<file path="config.mk">
export PLATFORM = sky130hd
export DESIGN_NAME = integer_to_nibble_digits
export DESIGN_NICKNAME = d
export VERILOG_FILES = /design/src/rtl/itn_pkg.sv /design/src/rtl/itn_datapath.sv /design/src/rtl/itn_ctrl.sv /design/src/rtl/integer_to_nibble_digits.sv
export VERILOG_INCLUDE_DIRS = /design/src /design/src/rtl
export SDC_FILE = /design/constraint.sdc
export NUM_CORES = 1
export LEC_CHECK = 0
export ABC_CLOCK_PERIOD_IN_PS = 13130
export BUFFER_PORTS_ARGS = -buffer_cell sky130_fd_sc_hd__buf_2
export CORE_MARGIN = 4
export CORE_UTILIZATION = 57
export DETAILED_ROUTE_END_ITERATION = 8
export GPL_TIMING_DRIVEN = 0
export PLACE_DENSITY = 0.88
export SYNTH_ARGS = -nofsm -noshare
export SYNTH_HDL_FRONTEND = slang
export SYNTH_SLANG_ARGS = --single-unit
</file>
<file path="constraint.sdc">
create_clock -name i_clk -period 13.13 [get_ports i_clk]
set_clock_uncertainty 0.1 [all_clocks]
set_input_delay 0 -clock i_clk [delete_from_list [all_inputs] [get_ports i_clk]]
set_output_delay 0 -clock i_clk [all_outputs]
set_load 0.05 [all_outputs]
</file>
<file path="src/rtl/integer_to_nibble_digits_macros.svh">
// Assertion macros for the integer_to_nibble_digits top level.
`ifndef INTEGER_TO_NIBBLE_DIGITS_MACROS_SVH
`define INTEGER_TO_NIBBLE_DIGITS_MACROS_SVH

// Same-cycle implication, sampled on i_clk, off while i_rst_n is low.
`define ITN_ASSERT_IMPLIES(lbl, ante, cons) \
    lbl: assert property (@(posedge i_clk) disable iff (!i_rst_n) (ante) |-> (cons)) \
        else $error("itn check failed: same-cycle implication");

// Next-cycle implication, sampled on i_clk, off while i_rst_n is low.
`define ITN_ASSERT_NEXT(lbl, ante, cons) \
    lbl: assert property (@(posedge i_clk) disable iff (!i_rst_n) (ante) |=> (cons)) \
        else $error("itn check failed: next-cycle implication");

`endif

</file>
<file path="src/rtl/itn_pkg.sv">
// Types, constants and command structs for the integer to nibble digit converter.
package itn_pkg;

    // Field widths and digit limits
    localparam int VALUE_W    = 64;
    localparam int STEP_BITS  = 8;
    localparam int DIV_STEPS  = VALUE_W / STEP_BITS;
    localparam int STEP_CNT_W = $clog2(DIV_STEPS);
    localparam int MAX_DIGITS = 16;
    localparam int CNT_W      = $clog2(MAX_DIGITS + 1);
    localparam int CMP_W      = (CNT_W > 5) ? CNT_W : 5;

    // Valid radix range
    localparam logic [4:0] RADIX_MIN = 5'd2;
    localparam logic [4:0] RADIX_MAX = 5'd16;

    // Result status codes
    localparam logic [1:0] STATUS_OK        = 2'd0;
    localparam logic [1:0] STATUS_BAD_RADIX = 2'd1;
    localparam logic [1:0] STATUS_EMPTY     = 2'd2;

    typedef struct packed {
        logic [VALUE_W-1:0] value;
        logic [4:0]         radix;
        logic [4:0]         digit_count;
        logic [7:0]         start_offset;
    } t_in_item;

    typedef struct packed {
        logic [3:0] digit;
        logic [8:0] nibble_position;
        logic       last_digit;
        logic [1:0] status;
    } t_out_item;

    // Controller to datapath
    typedef struct packed {
        logic load;    // capture a new input item
        logic step;    // one division step (STEP_BITS quotient bits)
        logic finish;  // last step of a digit: register the result
        logic next;    // advance to the next digit
    } t_dp_cmd;

    // Datapath to controller
    typedef struct packed {
        logic special;  // input item gives a single status-only result
        logic last;     // registered result is the last one of its item
    } t_dp_status;

endpackage

</file>
<file path="src/rtl/itn_datapath.sv">
// Datapath: value shift register, narrow long-division unit and result register.
module itn_datapath (
    input  logic                  i_clk,
    input  itn_pkg::t_in_item     i_in_data,
    input  itn_pkg::t_dp_cmd      i_cmd,
    output itn_pkg::t_dp_status   o_status,
    output itn_pkg::t_out_item    o_out_data
);

    logic [itn_pkg::VALUE_W-1:0]   r_work;
    logic [3:0]                    r_rem;
    logic [4:0]                    r_radix;
    logic [7:0]                    r_offset;
    logic [itn_pkg::CNT_W-1:0]     r_index;
    logic [itn_pkg::CNT_W-1:0]     r_count;
    itn_pkg::t_out_item            r_out;

    logic                          in_bad_radix;
    logic                          in_zero;
    logic [itn_pkg::CMP_W-1:0]     cnt_ext;
    logic [itn_pkg::CNT_W-1:0]     cnt_sat;
    logic [3:0]                    n_rem;
    logic [itn_pkg::STEP_BITS-1:0] q_bits;
    logic                          is_last;
    logic [8:0]                    position;

    // Input checks and digit count saturation
    always_comb begin
        in_bad_radix = (i_in_data.radix < itn_pkg::RADIX_MIN) ||
                       (i_in_data.radix > itn_pkg::RADIX_MAX);
        in_zero      = (i_in_data.digit_count == 5'd0);
        cnt_ext      = itn_pkg::CMP_W'(i_in_data.digit_count);
        if (cnt_ext > itn_pkg::CMP_W'(itn_pkg::MAX_DIGITS)) begin
            cnt_sat = itn_pkg::CNT_W'(itn_pkg::MAX_DIGITS);
        end else begin
            cnt_sat = itn_pkg::CNT_W'(cnt_ext);
        end
    end

    // STEP_BITS restoring division steps by the radix, MSB first
    always_comb begin
        logic [4:0] part;
        logic [3:0] rem_v;
        rem_v  = r_rem;
        part   = 5'd0;
        q_bits = '0;
        for (int k = 0; k < itn_pkg::STEP_BITS; k++) begin
            part = {rem_v, r_work[itn_pkg::VALUE_W-1-k]};
            if (part >= r_radix) begin
                q_bits[itn_pkg::STEP_BITS-1-k] = 1'b1;
                rem_v = 4'(part - r_radix);
            end else begin
                rem_v = part[3:0];
            end
        end
        n_rem = rem_v;
    end

    assign is_last  = (itn_pkg::CNT_W'(r_index + 1'b1) == r_count);
    assign position = 9'(r_offset) + 9'(r_index);

    // Working registers and result register
    always_ff @(posedge i_clk) begin
        if (i_cmd.load) begin
            r_work   <= i_in_data.value;
            r_rem    <= 4'd0;
            r_radix  <= i_in_data.radix;
            r_offset <= i_in_data.start_offset;
            r_index  <= '0;
            r_count  <= cnt_sat;
            if (in_bad_radix) begin
                r_out <= '{digit: 4'd0, nibble_position: 9'd0, last_digit: 1'b1,
                           status: itn_pkg::STATUS_BAD_RADIX};
            end else if (in_zero) begin
                r_out <= '{digit: 4'd0, nibble_position: 9'd0, last_digit: 1'b1,
                           status: itn_pkg::STATUS_EMPTY};
            end
        end else if (i_cmd.step) begin
            r_work <= {r_work[itn_pkg::VALUE_W-itn_pkg::STEP_BITS-1:0], q_bits};
            r_rem  <= n_rem;
            if (i_cmd.finish) begin
                r_out <= '{digit: n_rem, nibble_position: position, last_digit: is_last,
                           status: itn_pkg::STATUS_OK};
            end
        end else if (i_cmd.next) begin
            r_index <= itn_pkg::CNT_W'(r_index + 1'b1);
            r_rem   <= 4'd0;
        end
    end

    assign o_status.special = in_bad_radix || in_zero;
    assign o_status.last    = r_out.last_digit;
    assign o_out_data       = r_out;

endmodule

</file>
<file path="src/rtl/itn_ctrl.sv">
// Controller: sequences load, division steps and result transfers.
module itn_ctrl (
    input  logic                 i_clk,
    input  logic                 i_rst_n,
    input  logic                 i_in_valid,
    input  logic                 i_out_ready,
    input  itn_pkg::t_dp_status  i_status,
    output logic                 o_in_ready,
    output logic                 o_out_valid,
    output itn_pkg::t_dp_cmd     o_cmd
);

    typedef enum logic [1:0] {
        S_IDLE,
        S_DIV,
        S_EMIT
    } t_state;

    t_state                         r_state, n_state;
    logic                           r_out_valid, n_out_valid;
    logic [itn_pkg::STEP_CNT_W-1:0] r_step_cnt, n_step_cnt;
    logic                           step_end;

    assign step_end = (r_step_cnt == itn_pkg::STEP_CNT_W'(itn_pkg::DIV_STEPS - 1));

    // Next state and commands
    always_comb begin
        n_state     = r_state;
        n_out_valid = r_out_valid;
        n_step_cnt  = r_step_cnt;
        o_cmd       = '0;
        unique case (r_state)
            S_IDLE: begin
                if (i_in_valid) begin
                    o_cmd.load = 1'b1;
                    n_step_cnt = '0;
                    if (i_status.special) begin
                        n_state     = S_EMIT;
                        n_out_valid = 1'b1;
                    end else begin
                        n_state = S_DIV;
                    end
                end
            end
            S_DIV: begin
                o_cmd.step   = 1'b1;
                o_cmd.finish = step_end;
                n_step_cnt   = itn_pkg::STEP_CNT_W'(r_step_cnt + 1'b1);
                if (step_end) begin
                    n_state     = S_EMIT;
                    n_out_valid = 1'b1;
                end
            end
            S_EMIT: begin
                if (i_out_ready) begin
                    n_out_valid = 1'b0;
                    n_step_cnt  = '0;
                    if (i_status.last) begin
                        n_state = S_IDLE;
                    end else begin
                        o_cmd.next = 1'b1;
                        n_state    = S_DIV;
                    end
                end
            end
            default: begin
                n_state     = S_IDLE;
                n_out_valid = 1'b0;
            end
        endcase
    end

    // State and registered outputs
    always_ff @(posedge i_clk) begin
        if (!i_rst_n) begin
            r_state     <= S_IDLE;
            r_out_valid <= 1'b0;
            r_step_cnt  <= '0;
        end else begin
            r_state     <= n_state;
            r_out_valid <= n_out_valid;
            r_step_cnt  <= n_step_cnt;
        end
    end

    assign o_in_ready  = (r_state == S_IDLE);
    assign o_out_valid = r_out_valid;

endmodule

</file>
<file path="src/rtl/integer_to_nibble_digits.sv">
// Top level of the integer to nibble digit converter.
//
// Input channel (i_in_valid / o_in_ready / i_in_data): one item carries a
// 64-bit value, a radix, a digit count and a start nibble position. Output
// channel (o_out_valid / i_out_ready / o_out_data): one transfer per digit,
// least significant first, with nibble position, last mark and status.
// A bad radix or a zero digit count gives one status-only transfer, valid
// the cycle after the input transfer. Otherwise each digit comes from long
// division (8 quotient bits per cycle over 64 bits, by a single narrow
// restoring divider); the first digit's division starts after the input
// transfer and each later digit's after the previous digit's transfer.
// One item is in flight at a time: o_in_ready is high only while idle.
// A stalled receiver holds the result register and the whole block until
// the transfer. Synchronous active-low reset returns to idle with no result
// pending.
`include "integer_to_nibble_digits_macros.svh"

module integer_to_nibble_digits (
    input  logic                i_clk,
    input  logic                i_rst_n,
    input  logic                i_in_valid,
    output logic                o_in_ready,
    input  itn_pkg::t_in_item   i_in_data,
    output logic                o_out_valid,
    input  logic                i_out_ready,
    output itn_pkg::t_out_item  o_out_data
);

    itn_pkg::t_dp_cmd    dp_cmd;
    itn_pkg::t_dp_status dp_status;

    logic                in_bad_radix_xfer;
    logic                out_xfer_more;
    logic                out_status_only;

    itn_ctrl u_ctrl (
        .i_clk       (i_clk),
        .i_rst_n     (i_rst_n),
        .i_in_valid  (i_in_valid),
        .i_out_ready (i_out_ready),
        .i_status    (dp_status),
        .o_in_ready  (o_in_ready),
        .o_out_valid (o_out_valid),
        .o_cmd       (dp_cmd)
    );

    itn_datapath u_datapath (
        .i_clk      (i_clk),
        .i_in_data  (i_in_data),
        .i_cmd      (dp_cmd),
        .o_status   (dp_status),
        .o_out_data (o_out_data)
    );

    // Terms used by the checks
    assign in_bad_radix_xfer = i_in_valid && o_in_ready &&
                               ((i_in_data.radix < itn_pkg::RADIX_MIN) ||
                                (i_in_data.radix > itn_pkg::RADIX_MAX));
    assign out_xfer_more     = o_out_valid && i_out_ready && !o_out_data.last_digit;
    assign out_status_only   = o_out_valid && (o_out_data.status != itn_pkg::STATUS_OK);

    // Checks
    `ITN_ASSERT_IMPLIES(a_one_item_at_a_time, o_out_valid, !o_in_ready)
    `ITN_ASSERT_NEXT(a_bad_radix_result, in_bad_radix_xfer, o_out_valid && (o_out_data.status == itn_pkg::STATUS_BAD_RADIX))
    `ITN_ASSERT_NEXT(a_more_digits_follow, out_xfer_more, !o_in_ready && !o_out_valid)
    `ITN_ASSERT_IMPLIES(a_status_only_is_last, out_status_only, o_out_data.last_digit)

endmodule

</file>
==> flow_summary.yaml <==
grt:
  grt_pass1_wl_mm: 35.6
  grt_usage: 0.351
  grt_max_degree: 40
  overflow: 0
  grt_pass1_vias: 6771
  antenna_found_initial: 1
critical_path:
  worst_ep_arrival_time_ps: 13110
  worstSetupPathType: "reg -> reg"
  crit_top_cell: "ha_1"
  crit_slowest_cell: "ha_1"
  crit_required_ps: 13390
  max_stage_delay_ps: 450
  r2r_start: "u_datapath.r_radix[2]$_DFFE_PP_"
  cp-end-kind: "flip-flop"
  cp_max_fo: 9
  start_kind: "flip-flop"
  crit_start: "u_datapath.r_radix[2]$_DFFE_PP_"
synth:
  synth_xor_area_frac: 0.0317
  synthMuxAreaShare: 0.0240
  yosysUniqueCellTypes: 55
  ys_seq_area_frac: 0.490
  synth-compound-area-share: 0.119
  synth_top_family_by_area: "simple AND/OR/NAND/NOR gates"
  netlist_area_um2: 6620
  ys.flop_type: "edfxtp_1"
  synth_cells: 665
  yosysMostFrequentCell: "nand2_1"
  netlist_top_cells_count: "nand2_1 (190), edfxtp_1 (98), nor2_1 (53), ha_1 (48), inv_1 (33)"
  yosysTopAreaCellShare: 0.444
  synthAdderAreaFrac: 0.118
  synth-edff-count: 98
  synth_top_cell_by_area: "edfxtp_1"
  synth_seq_cells: 113
  synthSimpleGateAreaFrac: 0.187
  postSynthAreaPerCell_um2: 9.96
  ys_warn_count: 0
  synth.net_count: 808
  synth.area.top_cells: "edfxtp_1 (44%), nand2_1 (11%), ha_1 (9.1%)"
  async_flop_share: 0
timing:
  final_max_slew_viol_count: 0
  tightest_slew_ps: 1050
  min_period_ps: 12840
  finalSetupViolations: 0
  hold_violations: 0
  relSlewSlack: 0.301
  finalWorstSetupSlack_ps: 286
  fmax_mhz: 77.9
  finalSetupTns_ps: 0
  hold_slack_ps: 32.7
  finalCritPeriodShare: 0.978
detailed_routing:
  viasPerCell: 6.30
  drt-total-wl_mm: 22.9
  detail-route-antenna-nets: 0
  firstDrtPassIters: 6
  vias: 6548
  initialDrtViolationCount: 881
  avgRoutedWirePerCell_um: 22.1
  drc_errors: 0
die:
  pin_count: 104
  row_count: 39
  die_area_um2: 13400
  dieWidth_um: 116
  die_y_um: 116
  start_util: 0.580
  design.core.area_um2: 11400
clock_network:
  htree_levels: 4
  path_clk_slew_ps: 60
  worstSkewPairLatency_ps: 430
  clkSinkCount: 113
  cts_buffers: 17
  clock_tree.buffer_depth: 2
  cts_tree: "yes"
  clock-root-buffer: "clkbuf_16"
place:
  place_congestion: 0.885
  hpwlAfterDp_mm: 11.5
  io_buffers: 103
  place_ws_ps: -449
  place_area_um2: 7360
final_layout:
  regArea_um2: 3240
  nNetsFinal: 1024
  layout-drive-gt1-share: 0.190
  finalInstanceArea_um2: 8940
  n_fill_cell: 572
  area_growth_pct: 35.1
  multiInputGateArea_um2: 3240
hold_path:
  hold_path_class: "in -> reg"
  hp-start: "i_in_valid"
run:
  drv_cap: 0
run_status:
  outcome: "finished clean"
layout by cell type, fill, tap and decap left out, drive strengths merged, types with 11 or more instances in the layout:
master	count
nand2	190
buf	110
edfxtp	98
dlygate4sd3	87
nor2	53
ha	48
clkbuf	37
inv	35
a21oi	24
nor2b	20
dfxtp	15
o21ai	13
xor2	13
o21a	13
xnor2	11
a21o	11
flip-flops by register name, indices dropped and copies added (netlist names):
register / flops
u_datapath.r_count: 5
u_datapath.r_radix: 5
u_ctrl.o_out_valid: 1
u_datapath.r_offset: 8
u_datapath.o_out_data: 16
u_datapath.r_rem: 4
u_datapath.r_index: 5
u_datapath.r_work: 64
u_ctrl.r_step_cnt: 3
u_ctrl.r_state: 2
final timing paths:
check | to | slack (ps) | depth (start not counted)
setup / recovery | u_datapath.r_rem[1]$_SDFFE_PP0P_ | 290 | 49
hold / removal | u_datapath.o_out_data[11]$_SDFFCE_PP0P_ | 30 | 2
setup reg to reg | u_datapath.r_rem[1]$_SDFFE_PP0P_ | 290 | 49
hold reg to reg | u_datapath.r_work[57]$_DFFE_PP_ | 420 | 2
per-stage QoR:
stage | util | std cells
after floorplan | - | 665
after global placement | 0.641 | 911
after detailed placement | 0.644 | 912
after CTS | 0.776 | 1032
after global routing | 0.783 | 1038
final | 0.783 | 1039
cell families after synthesis:
kind of cell             Yosys count
AO/OA/AOI/OAI                    109
XOR/XNOR                          24
adder cells (fa/ha/maj)           57
buffers and inverters             54
flip-flops                       113
multiplexers                      15
AND/OR/NAND/NOR                  293
layout make-up:
type	count	share of cell area
sequential	113	0.363
multi-input combinational	498	0.362
timing repair buffer	197	0.163
clock buffer	17	0.0476
clock inverter	15	0.0206
tap	143	0.0200
inverter	34	0.0151
buffer	20	0.00854
antenna	2	0.000560
per-layer routing:
metal	wire, um	GRT usage
met1	7520	0.396
met2	11300	0.608
met3	2330	0.0695
met4	1720	0.221
met5	0	0
timing repair:
action	4_1_cts	5_1_grt
hold endpoints to repair	89	0
hold buffers	87	0
buffers inserted	1	5
setup endpoints to repair	9	9
pin swaps	0	1
gates resized for setup	3	8
worst max-delay path, delay by kind of cell (launching register included):
family | cells | cell delay [ps]
compound gates | 27 | 6020
fa+ha+maj | 8 | 2710
buf+inv | 4 | 900
flops | 1 | 430
mux | 4 | 1430
simple gates | 6 | 1190
Power is left out: the tool's default activity adds up to more than one toggle a clock period on the data nets, which glitch-free logic cannot reach.
